### src/sv/avcc_to_annexb_nal_converter_unit_macros.svh
// Assertion macros for the AVCC to Annex B converter.
`ifndef AVCC_TO_ANNEXB_NAL_CONVERTER_UNIT_MACROS_SVH
`define AVCC_TO_ANNEXB_NAL_CONVERTER_UNIT_MACROS_SVH

`ifndef SYNTHESIS

// Same-cycle implication, held off during reset.
`define A2B_ASSERT_IMP(lbl, clk, rstn, ante, cons) \
    lbl: assert property (@(posedge clk) disable iff (!(rstn)) (ante) |-> (cons)) \
        else $error("a2b assertion failed");

// Next-cycle implication, held off during reset.
`define A2B_ASSERT_NXT(lbl, clk, rstn, ante, cons) \
    lbl: assert property (@(posedge clk) disable iff (!(rstn)) (ante) |=> (cons)) \
        else $error("a2b assertion failed");

`else

`define A2B_ASSERT_IMP(lbl, clk, rstn, ante, cons)
`define A2B_ASSERT_NXT(lbl, clk, rstn, ante, cons)

`endif

`endif

### src/sv/a2b_pkg.sv
`default_nettype none

package a2b_pkg;

    localparam int MAX_PACKET_BYTES = 16777216;
    localparam int REM_W            = $clog2(MAX_PACKET_BYTES);
    localparam int ACC_W            = 32;
    localparam int CNT_W            = 3;
    localparam int CFG_W            = 3;
    localparam int BYTE_W           = 8;
    localparam int STATUS_W         = 2;

    // Command queue between front and back (power of two depth)
    localparam int FIFO_DEPTH = 2;
    localparam int FIFO_PTR_W = $clog2(FIFO_DEPTH);
    localparam int FIFO_CNT_W = $clog2(FIFO_DEPTH + 1);

    localparam logic [CFG_W-1:0] NAL_LEN_RESET = 3'd1;

    // Result status codes
    localparam logic [STATUS_W-1:0] STATUS_DATA         = 2'd0;
    localparam logic [STATUS_W-1:0] STATUS_OVERRUN      = 2'd1;
    localparam logic [STATUS_W-1:0] STATUS_SHORT_PREFIX = 2'd2;

    localparam int START_CODE_LEN = 4;
    localparam int SC_IDX_W       = $clog2(START_CODE_LEN);
    localparam logic [SC_IDX_W-1:0] SC_IDX_LAST = SC_IDX_W'(START_CODE_LEN - 1);
    localparam logic [BYTE_W-1:0] START_CODE [START_CODE_LEN] = '{8'h00, 8'h00, 8'h00, 8'h01};

    typedef enum logic [1:0] {
        CMD_DATA   = 2'd0,
        CMD_STATUS = 2'd1,
        CMD_START  = 2'd2
    } cmd_kind_t;

    // flag: nal_end for data bytes, zero-length NAL for start codes
    typedef struct packed {
        cmd_kind_t             kind;
        logic [BYTE_W-1:0]     data;
        logic                  flag;
        logic [STATUS_W-1:0]   status;
    } cmd_t;

    // Prefix widths outside 2..4 fall back to one byte
    function automatic logic [CFG_W-1:0] prefix_width(input logic [CFG_W-1:0] v);
        logic [CFG_W-1:0] w;
        w = (v >= 3'd2 && v <= 3'd4) ? v : 3'd1;
        return w;
    endfunction

endpackage

`default_nettype wire

### src/sv/a2b_cmd_fifo.sv
`default_nettype none

module a2b_cmd_fifo (
    input  wire logic          aclk,
    input  wire logic          aresetn,
    input  wire logic          push,
    input  wire a2b_pkg::cmd_t cmd_in,
    output logic               full,
    input  wire logic          pop,
    output a2b_pkg::cmd_t      cmd_out,
    output logic               empty
);
    import a2b_pkg::*;

    cmd_t                  mem_reg [FIFO_DEPTH];
    logic [FIFO_PTR_W-1:0] wr_ptr_reg, wr_ptr_next;
    logic [FIFO_PTR_W-1:0] rd_ptr_reg, rd_ptr_next;
    logic [FIFO_CNT_W-1:0] count_reg, count_next;
    logic                  do_push, do_pop;

    assign full    = (count_reg == FIFO_CNT_W'(FIFO_DEPTH));
    assign empty   = (count_reg == '0);
    assign cmd_out = mem_reg[rd_ptr_reg];
    assign do_push = push && !full;
    assign do_pop  = pop && !empty;

    always_comb begin
        wr_ptr_next = do_push ? wr_ptr_reg + 1'b1 : wr_ptr_reg;
        rd_ptr_next = do_pop  ? rd_ptr_reg + 1'b1 : rd_ptr_reg;
        count_next  = count_reg;
        if (do_push && !do_pop) begin
            count_next = count_reg + 1'b1;
        end else if (do_pop && !do_push) begin
            count_next = count_reg - 1'b1;
        end
    end

    always_ff @(posedge aclk) begin
        if (!aresetn) begin
            wr_ptr_reg <= '0;
            rd_ptr_reg <= '0;
            count_reg  <= '0;
        end else begin
            wr_ptr_reg <= wr_ptr_next;
            rd_ptr_reg <= rd_ptr_next;
            count_reg  <= count_next;
        end
    end

    always_ff @(posedge aclk) begin
        if (do_push) begin
            mem_reg[wr_ptr_reg] <= cmd_in;
        end
    end

endmodule

`default_nettype wire

### src/sv/a2b_front.sv
`default_nettype none

module a2b_front (
    input  wire logic                       aclk,
    input  wire logic                       aresetn,
    input  wire logic [a2b_pkg::CFG_W-1:0]  nal_length_bytes,
    input  wire logic                       in_accept,
    input  wire logic [a2b_pkg::BYTE_W-1:0] in_byte,
    input  wire logic [a2b_pkg::REM_W-1:0]  bytes_after,
    output logic                            cmd_push,
    output a2b_pkg::cmd_t                   cmd
);
    import a2b_pkg::*;

    typedef enum logic [1:0] {
        PH_PREFIX  = 2'd0,
        PH_PAYLOAD = 2'd1,
        PH_DROP    = 2'd2
    } phase_t;

    phase_t             phase_reg, phase_next;
    logic [CNT_W-1:0]   cnt_reg, cnt_next;
    logic [ACC_W-1:0]   acc_reg, acc_next;
    logic [REM_W-1:0]   left_reg, left_next;

    logic               final_byte;
    logic [CFG_W-1:0]   width;
    logic [ACC_W-1:0]   acc_shift;
    logic [CNT_W-1:0]   cnt_inc;
    logic [REM_W-1:0]   left_dec;
    logic               overrun;
    logic               nal_done;

    assign final_byte = (bytes_after == '0);
    assign width      = prefix_width(nal_length_bytes);
    assign acc_shift  = {acc_reg[ACC_W-BYTE_W-1:0], in_byte};
    assign cnt_inc    = cnt_reg + 1'b1;
    assign left_dec   = (left_reg != '0) ? left_reg - 1'b1 : left_reg;
    assign overrun    = (acc_shift[ACC_W-1:REM_W] != '0) || (acc_shift[REM_W-1:0] > bytes_after);
    assign nal_done   = (left_dec == '0) || final_byte;

    always_comb begin
        phase_next = phase_reg;
        cnt_next   = cnt_reg;
        acc_next   = acc_reg;
        left_next  = left_reg;
        cmd_push   = 1'b0;
        cmd        = '{kind: CMD_DATA, data: in_byte, flag: 1'b0, status: STATUS_DATA};

        if (in_accept) begin
            unique case (phase_reg)
                PH_DROP: begin
                    if (final_byte) begin
                        phase_next = PH_PREFIX;
                        cnt_next   = '0;
                        acc_next   = '0;
                        left_next  = '0;
                    end
                end
                PH_PAYLOAD: begin
                    cmd_push  = 1'b1;
                    cmd.flag  = nal_done;
                    left_next = left_dec;
                    if (nal_done) begin
                        phase_next = PH_PREFIX;
                        cnt_next   = '0;
                        acc_next   = '0;
                        left_next  = '0;
                    end
                end
                default: begin
                    acc_next = acc_shift;
                    cnt_next = cnt_inc;
                    if (cnt_inc < width) begin
                        if (final_byte) begin
                            cmd_push   = 1'b1;
                            cmd.kind   = CMD_STATUS;
                            cmd.status = STATUS_SHORT_PREFIX;
                            phase_next = PH_PREFIX;
                            cnt_next   = '0;
                            acc_next   = '0;
                            left_next  = '0;
                        end
                    end else if (overrun) begin
                        cmd_push   = 1'b1;
                        cmd.kind   = CMD_STATUS;
                        cmd.status = STATUS_OVERRUN;
                        phase_next = final_byte ? PH_PREFIX : PH_DROP;
                        cnt_next   = '0;
                        acc_next   = '0;
                        left_next  = '0;
                    end else begin
                        cmd_push  = 1'b1;
                        cmd.kind  = CMD_START;
                        cmd.flag  = (acc_shift == '0);
                        cnt_next  = '0;
                        acc_next  = '0;
                        if ((acc_shift == '0) || final_byte) begin
                            phase_next = PH_PREFIX;
                            left_next  = '0;
                        end else begin
                            phase_next = PH_PAYLOAD;
                            left_next  = acc_shift[REM_W-1:0];
                        end
                    end
                end
            endcase
        end
    end

    always_ff @(posedge aclk) begin
        if (!aresetn) begin
            phase_reg <= PH_PREFIX;
            cnt_reg   <= '0;
            acc_reg   <= '0;
            left_reg  <= '0;
        end else begin
            phase_reg <= phase_next;
            cnt_reg   <= cnt_next;
            acc_reg   <= acc_next;
            left_reg  <= left_next;
        end
    end

endmodule

`default_nettype wire

### src/sv/a2b_back.sv
`default_nettype none

module a2b_back (
    input  wire logic                         aclk,
    input  wire logic                         aresetn,
    input  wire logic                         cmd_valid,
    input  wire a2b_pkg::cmd_t                cmd,
    output logic                              cmd_pop,
    output logic                              m_valid,
    input  wire logic                         m_ready,
    output logic [a2b_pkg::BYTE_W-1:0]        m_out_byte,
    output logic [a2b_pkg::STATUS_W-1:0]      m_status,
    output logic                              m_nal_end,
    output logic                              m_run_last
);
    import a2b_pkg::*;

    logic                  m_valid_reg, m_valid_next;
    logic [BYTE_W-1:0]     m_out_byte_reg, m_out_byte_next;
    logic [STATUS_W-1:0]   m_status_reg, m_status_next;
    logic                  m_nal_end_reg, m_nal_end_next;
    logic                  m_run_last_reg, m_run_last_next;
    logic [SC_IDX_W-1:0]   sc_idx_reg, sc_idx_next;
    logic                  load;
    logic                  sc_last;

    // Output register is free when empty or being drained this cycle
    assign load    = cmd_valid && (!m_valid_reg || m_ready);
    assign sc_last = (sc_idx_reg == SC_IDX_LAST);

    always_comb begin
        m_valid_next    = m_valid_reg && !m_ready;
        m_out_byte_next = m_out_byte_reg;
        m_status_next   = m_status_reg;
        m_nal_end_next  = m_nal_end_reg;
        m_run_last_next = m_run_last_reg;
        sc_idx_next     = sc_idx_reg;
        cmd_pop         = 1'b0;

        if (load) begin
            unique case (cmd.kind)
                CMD_START: begin
                    m_valid_next    = 1'b1;
                    m_out_byte_next = START_CODE[sc_idx_reg];
                    m_status_next   = STATUS_DATA;
                    m_nal_end_next  = sc_last && cmd.flag;
                    m_run_last_next = sc_last;
                    cmd_pop         = sc_last;
                    sc_idx_next     = sc_last ? '0 : sc_idx_reg + 1'b1;
                end
                CMD_DATA: begin
                    m_valid_next    = 1'b1;
                    m_out_byte_next = cmd.data;
                    m_status_next   = STATUS_DATA;
                    m_nal_end_next  = cmd.flag;
                    m_run_last_next = 1'b1;
                    cmd_pop         = 1'b1;
                end
                CMD_STATUS: begin
                    m_valid_next    = 1'b1;
                    m_out_byte_next = '0;
                    m_status_next   = cmd.status;
                    m_nal_end_next  = 1'b0;
                    m_run_last_next = 1'b1;
                    cmd_pop         = 1'b1;
                end
                default: begin
                    cmd_pop = 1'b1;
                end
            endcase
        end
    end

    always_ff @(posedge aclk) begin
        if (!aresetn) begin
            m_valid_reg <= 1'b0;
            sc_idx_reg  <= '0;
        end else begin
            m_valid_reg <= m_valid_next;
            sc_idx_reg  <= sc_idx_next;
        end
    end

    always_ff @(posedge aclk) begin
        m_out_byte_reg <= m_out_byte_next;
        m_status_reg   <= m_status_next;
        m_nal_end_reg  <= m_nal_end_next;
        m_run_last_reg <= m_run_last_next;
    end

    assign m_valid    = m_valid_reg;
    assign m_out_byte = m_out_byte_reg;
    assign m_status   = m_status_reg;
    assign m_nal_end  = m_nal_end_reg;
    assign m_run_last = m_run_last_reg;

endmodule

`default_nettype wire

### src/sv/avcc_to_annexb_nal_converter_unit.sv
// Channel   Dir  Handshake            Payload
// s_        in   s_valid / s_ready    s_in_byte[7:0], s_bytes_after[23:0]
// m_        out  m_valid / m_ready    m_out_byte[7:0], m_status[1:0], m_nal_end, m_run_last
// cfg_      in   cfg_valid/cfg_ready  cfg_nal_length_bytes[2:0]
//
// Payload and prefix bytes: one transfer per cycle in while the queue has room, one per
// cycle out while m_ready is high. Completed prefix: four output transfers (start code),
// so the input stalls while they drain once the two-entry command queue fills.
// Reset (aresetn low, synchronous): prefix phase, empty queue, prefix width one byte.
// Either side may stall independently; the queue decouples front from back.
`default_nettype none

module avcc_to_annexb_nal_converter_unit (
    input  wire logic                           aclk,
    input  wire logic                           aresetn,
    // input byte channel
    input  wire logic                           s_valid,
    output logic                                s_ready,
    input  wire logic [a2b_pkg::BYTE_W-1:0]     s_in_byte,
    input  wire logic [a2b_pkg::REM_W-1:0]      s_bytes_after,
    // result channel
    output logic                                m_valid,
    input  wire logic                           m_ready,
    output logic [a2b_pkg::BYTE_W-1:0]          m_out_byte,
    output logic [a2b_pkg::STATUS_W-1:0]        m_status,
    output logic                                m_nal_end,
    output logic                                m_run_last,
    // configuration write channel
    input  wire logic                           cfg_valid,
    output logic                                cfg_ready,
    input  wire logic [a2b_pkg::CFG_W-1:0]      cfg_nal_length_bytes
);
    import a2b_pkg::*;

`include "avcc_to_annexb_nal_converter_unit_macros.svh"

    logic [CFG_W-1:0] nal_length_bytes_reg, nal_length_bytes_next;

    logic   s_accept;
    logic   cmd_push;
    cmd_t   cmd_in;
    cmd_t   cmd_head;
    logic   fifo_full;
    logic   fifo_empty;
    logic   cmd_pop;

    // The user must write config only while idle; the block itself does not enforce it and is always ready.
    assign cfg_ready = 1'b1;

    always_comb begin
        nal_length_bytes_next = nal_length_bytes_reg;
        if (cfg_valid && cfg_ready) begin
            nal_length_bytes_next = cfg_nal_length_bytes;
        end
    end

    always_ff @(posedge aclk) begin
        if (!aresetn) begin
            nal_length_bytes_reg <= NAL_LEN_RESET;
        end else begin
            nal_length_bytes_reg <= nal_length_bytes_next;
        end
    end

    // Every input byte produces at most one command, so queue space is enough
    assign s_ready  = !fifo_full;
    assign s_accept = s_valid && s_ready;

    // Front: prefix gathering, length check, payload count
    a2b_front u_front (
        .aclk             (aclk),
        .aresetn          (aresetn),
        .nal_length_bytes (nal_length_bytes_reg),
        .in_accept        (s_accept),
        .in_byte          (s_in_byte),
        .bytes_after      (s_bytes_after),
        .cmd_push         (cmd_push),
        .cmd              (cmd_in)
    );

    a2b_cmd_fifo u_fifo (
        .aclk    (aclk),
        .aresetn (aresetn),
        .push    (cmd_push),
        .cmd_in  (cmd_in),
        .full    (fifo_full),
        .pop     (cmd_pop),
        .cmd_out (cmd_head),
        .empty   (fifo_empty)
    );

    // Back: expands start codes, drives the output register
    a2b_back u_back (
        .aclk       (aclk),
        .aresetn    (aresetn),
        .cmd_valid  (!fifo_empty),
        .cmd        (cmd_head),
        .cmd_pop    (cmd_pop),
        .m_valid    (m_valid),
        .m_ready    (m_ready),
        .m_out_byte (m_out_byte),
        .m_status   (m_status),
        .m_nal_end  (m_nal_end),
        .m_run_last (m_run_last)
    );

    // Status transfers are lone results with a zero byte
    `A2B_ASSERT_IMP(a_status_shape, aclk, aresetn,
        m_valid && (m_status != STATUS_DATA),
        m_run_last && !m_nal_end && (m_out_byte == '0))

    // NAL end always closes the run of one input byte
    `A2B_ASSERT_IMP(a_end_is_last, aclk, aresetn, m_valid && m_nal_end, m_run_last)

    // No output appears without a queued command
    `A2B_ASSERT_NXT(a_no_phantom, aclk, aresetn, !m_valid && fifo_empty, !m_valid)

endmodule

`default_nettype wire
### config.mk
export PLATFORM = sky130hd
export DESIGN_NAME = avcc_to_annexb_nal_converter_unit
export DESIGN_NICKNAME = d
export VERILOG_FILES = /design/src/sv/a2b_pkg.sv /design/src/sv/a2b_cmd_fifo.sv /design/src/sv/a2b_front.sv /design/src/sv/a2b_back.sv /design/src/sv/avcc_to_annexb_nal_converter_unit.sv
export VERILOG_INCLUDE_DIRS = /design/src /design/src/sv
export SDC_FILE = /design/constraint.sdc
export NUM_CORES = 1
export LEC_CHECK = 0
export BUFFER_PORTS_ARGS = -buffer_cell sky130_fd_sc_hd__buf_2
export CORE_MARGIN = 2
export CORE_UTILIZATION = 60
export CTS_BUF_LIST = sky130_fd_sc_hd__clkbuf_16
export CTS_CLUSTER_SIZE = 40
export DETAILED_ROUTE_END_ITERATION = 7
export GPL_TIMING_DRIVEN = 0
export PLACE_DENSITY = 0.87
export SYNTH_ARGS = -nofsm -noshare
export SYNTH_HDL_FRONTEND = slang
export SYNTH_SLANG_ARGS = --single-unit
export TNS_END_PERCENT = 100
### constraint.sdc
create_clock -name aclk -period 3.51 [get_ports aclk]
set_input_delay 0.5265 -clock aclk [delete_from_list [all_inputs] [get_ports aclk]]
set_output_delay 0.5265 -clock aclk [all_outputs]
set_load 0.05 [all_outputs]
==> impl_metrics.yaml <==
floorplanning:
  core-area_mm2: 0.0103
  ios: 55
  initial_core_util_pct: 61.6
  rows: 37
  die_area_mm2: 0.0114
  die_h_um: 107
  die_x_um: 107
sta:
  fmax_mhz: 297
  skew_ns: 0.0123
  fin_crit_sh_pct: 96.1
  slew_headroom_pct: 15.7
  worst_slack_ns: 0.138
  rsz0062_at_grt: "true"
  worstMarginPinSlew_ns: 1.26
  setup_viol: 0
  finalHoldViolations: 0
  slew_violations: 0
  min_period_ns: 3.37
worst_setup_path:
  timing_worst_setup_path_type: "register to register"
  slowest_stage: "nor3_1"
  cp_top_family: "simple AND/OR/NAND/NOR gates"
  reg2reg_depth: 9
  critical_path_depth: 9
  reg2reg_slack_ns: 0.14
  path_buf_inv: 1
  critPathRequiredTime_ns: 3.79
  rr_startpoint: "u_front.cnt_reg[0]"
  max_stage_delay_ns: 0.87
  cp_cell_sequence: "ha_1 -> ha_1 -> or2_2 -> a21oi_1 -> nor2_1 -> nor3_1 -> clkbuf_1 -> nand3_1 -> mux2i_1"
  r2r_end: "u_front.cnt_reg[1]"
  endpoint_kind: "register"
  critPathMaxFanout: 10
  start_kind: "register"
  path_common_cell: "ha_1"
  worstPathArrival_ns: 3.65
power_and_ir_drop:
  p_leak_nw: 3.05
  swShare_pct: 45.9
  sequentialPowerShare_pct: 31.6
  ir_drop_v: 0.000455
  pwr-share-comb_pct: 50.7
  clock_power_share_pct: 17.7
  power_density_mw_per_mm2: 724
  intPower_mw: 2.81
  p_sw_mw: 2.38
final_layout:
  diodes: 0
  drive_gt1_share_pct: 15.1
  largest_register_ffs: 26
  area_growth_pct: 13.3
  nFillCells: 826
  finalNonFillerCells: 931
  final_common_cell: "nand2_1"
  nNetsFinal: 863
  most-common-layout-cells: "nand2_1 (73), dfxtp_1 (63), nor2_1 (56), buf_2 (56), a21oi_1 (52)"
global_route:
  grt_usage_pct: 38.4
  grt_pass1_vias: 6195
  grt_pass1_wl_um: 33500
  grt_antenna_before_repair: 0
  grt_overflow: 0
  grt_max_degree: 17
synth:
  syn_area_per_cell_um2: 8.77
  ys_types: 70
  synth_area_mm2: 0.00633
  synth_nets: 795
  synth_cells: 722
  synth_edf_count: 38
  ys_seq_area_share_pct: 38.3
  yosysWarnings: 0
  synth-main-ff-cell: "dfxtp_1"
  async_flop_share_pct: 0
  ys_seq_elements: 102
cts:
  cts_tree: "built"
  htreeDepth: 3
  cts_buffers: 9
  clkSinkCount: 102
  cts-root-buf: "clkbuf_16"
  cts_hold_buf: 0
  clkTransAtPathRegs_ns: 0.07
  clockBufferDepth: 2
  insertion_delay_ns: 0.35
worst_hold_path:
  holdPathStages: 3
  worstHoldPathType: "input pin to register"
  min_to: "nal_length_bytes_reg[0]"
  min-delay-start: "cfg_nal_length_bytes[0]"
placement:
  numPortBuffers: 52
  placed_cells: 910
  hpwl_um: 15900
  post-place-ws_ns: -0.337
  gp_congestion: 1.01
route:
  routedWlPerCell_um: 23.0
  drc: 0
  antenna_left: 0
  drt_iter0_drc: 696
  drt_pass1_iterations: 7
  viasPerCell: 6.92
  via_count: 6444
  drt_wl_total_um: 21400
run_status:
  outcome: "complete, no violations"
flow_run:
  max_cap_violations: 0
[cells in the mapped netlist (all sizes together) (15+ instances only)]
library cell / count / area share, %
inv: 36 / 2.1
nor2: 56 / 3.3
a21oi: 54 / 4.3
a211oi: 16 / 1.9
o21ai: 27 / 2.1
buf: 15 / 1.5
clkbuf: 38 / 2.3
nor4: 25 / 2.6
dfxtp: 64 / 20
nor3: 16 / 1.4
nand4: 21 / 2.1
edfxtp: 38 / 18
ha: 33 / 6.5
nand2: 74 / 4.4
mux2i: 22 / 3.5
a41o: 25 / 4.0
[metrics by stage]
step	hold slack, ns	cell area (µm²)	util [%]	TNS [ns]	total power, mW
2_1_floorplan	0.430	6330	-	0	3.38
6_report	0.440	7170	69.8	0	5.19
5_1_grt	0.449	7170	69.8	-0.0233	5.44
3_5_place_dp	0.455	6770	65.8	-12.17	4.07
3_3_place_gp	0.445	6760	65.8	-17.37	3.98
4_1_cts	0.447	7090	68.9	0	5.02
[routing by layer]
layer	part of all wire, %	GRT usage [%]
met5	0	0
met4	5.1	19.2
met3	11	9.60
met2	45	60.4
met1	39	49.2
[worst register-to-register path: stages, from the launching register on]
cell and delay [ns]:
dfxtp_1 0.34, ha_1 0.35, ha_1 0.31, or2_2 0.29, a21oi_1 0.24, nor2_1 0.19, nor3_1 0.87, clkbuf_1 0.42
nand3_1 0.14, mux2i_1 0.15
[power groups by stage]
stage	Sequential [mW]	Clock [mW]	Combinational, mW
2_1_floorplan	1.83	0	1.55
3_3_place_gp	1.63	0	2.35
3_5_place_dp	1.65	0	2.42
4_1_cts	1.62	0.911	2.49
5_1_grt	1.66	0.964	2.81
6_report	1.64	0.919	2.63
[repair_timing]
action / in CTS / in global routing
buffers inserted: 6 / 2
endpoints found under the setup margin: 47 / 81
pin swaps: 3 / 2
gates resized for setup: 7 / 29
[area by class of cell]
type	count	area (µm²)	share of cell area [%]
flip-flops and latches	102	2420	33.8
inverters	36	135	1.88
multi-input cells	531	3620	50.5
clock buffers	9	225	3.14
plain buffers	50	241	3.37
repair buffers	60	320	4.46
clock inverters	7	33.8	0.471
well taps	136	170	2.37
[worst max-delay path by stage]
stage / from / endpoint / slack [ns]
2_1_floorplan: u_front.left_reg[0] / u_front.acc_reg[19] / 0.28
3_3_place_gp: s_bytes_after[18] / u_fifo.mem_reg[0][8] / -0.60
3_5_place_dp: s_bytes_after[17] / u_front.left_reg[4] / -0.34
4_1_cts: u_front.acc_reg[9] / u_front.left_reg[4] / 0.02
5_1_grt: u_front.cnt_reg[0] / u_front.left_reg[10] / -0.02
6_report: u_front.cnt_reg[0] / u_front.cnt_reg[1] / 0.14
[cell families (layout without fill, tap and decap cells)]
family | Yosys count | count (layout) | synth area share [%]
simple gates | 249 | 249 | 19.9
compound gates | 216 | 216 | 24.5
flops | 102 | 102 | 38.3
buf+inv | 89 | 162 | 5.85
fa+ha+maj | 33 | 33 | 6.52
mux | 24 | 24 | 3.83
xor+xnor | 8 | 8 | 1.11
other cells | 1 | 1 | 0.0592
(Power assumes the default switching activity.)
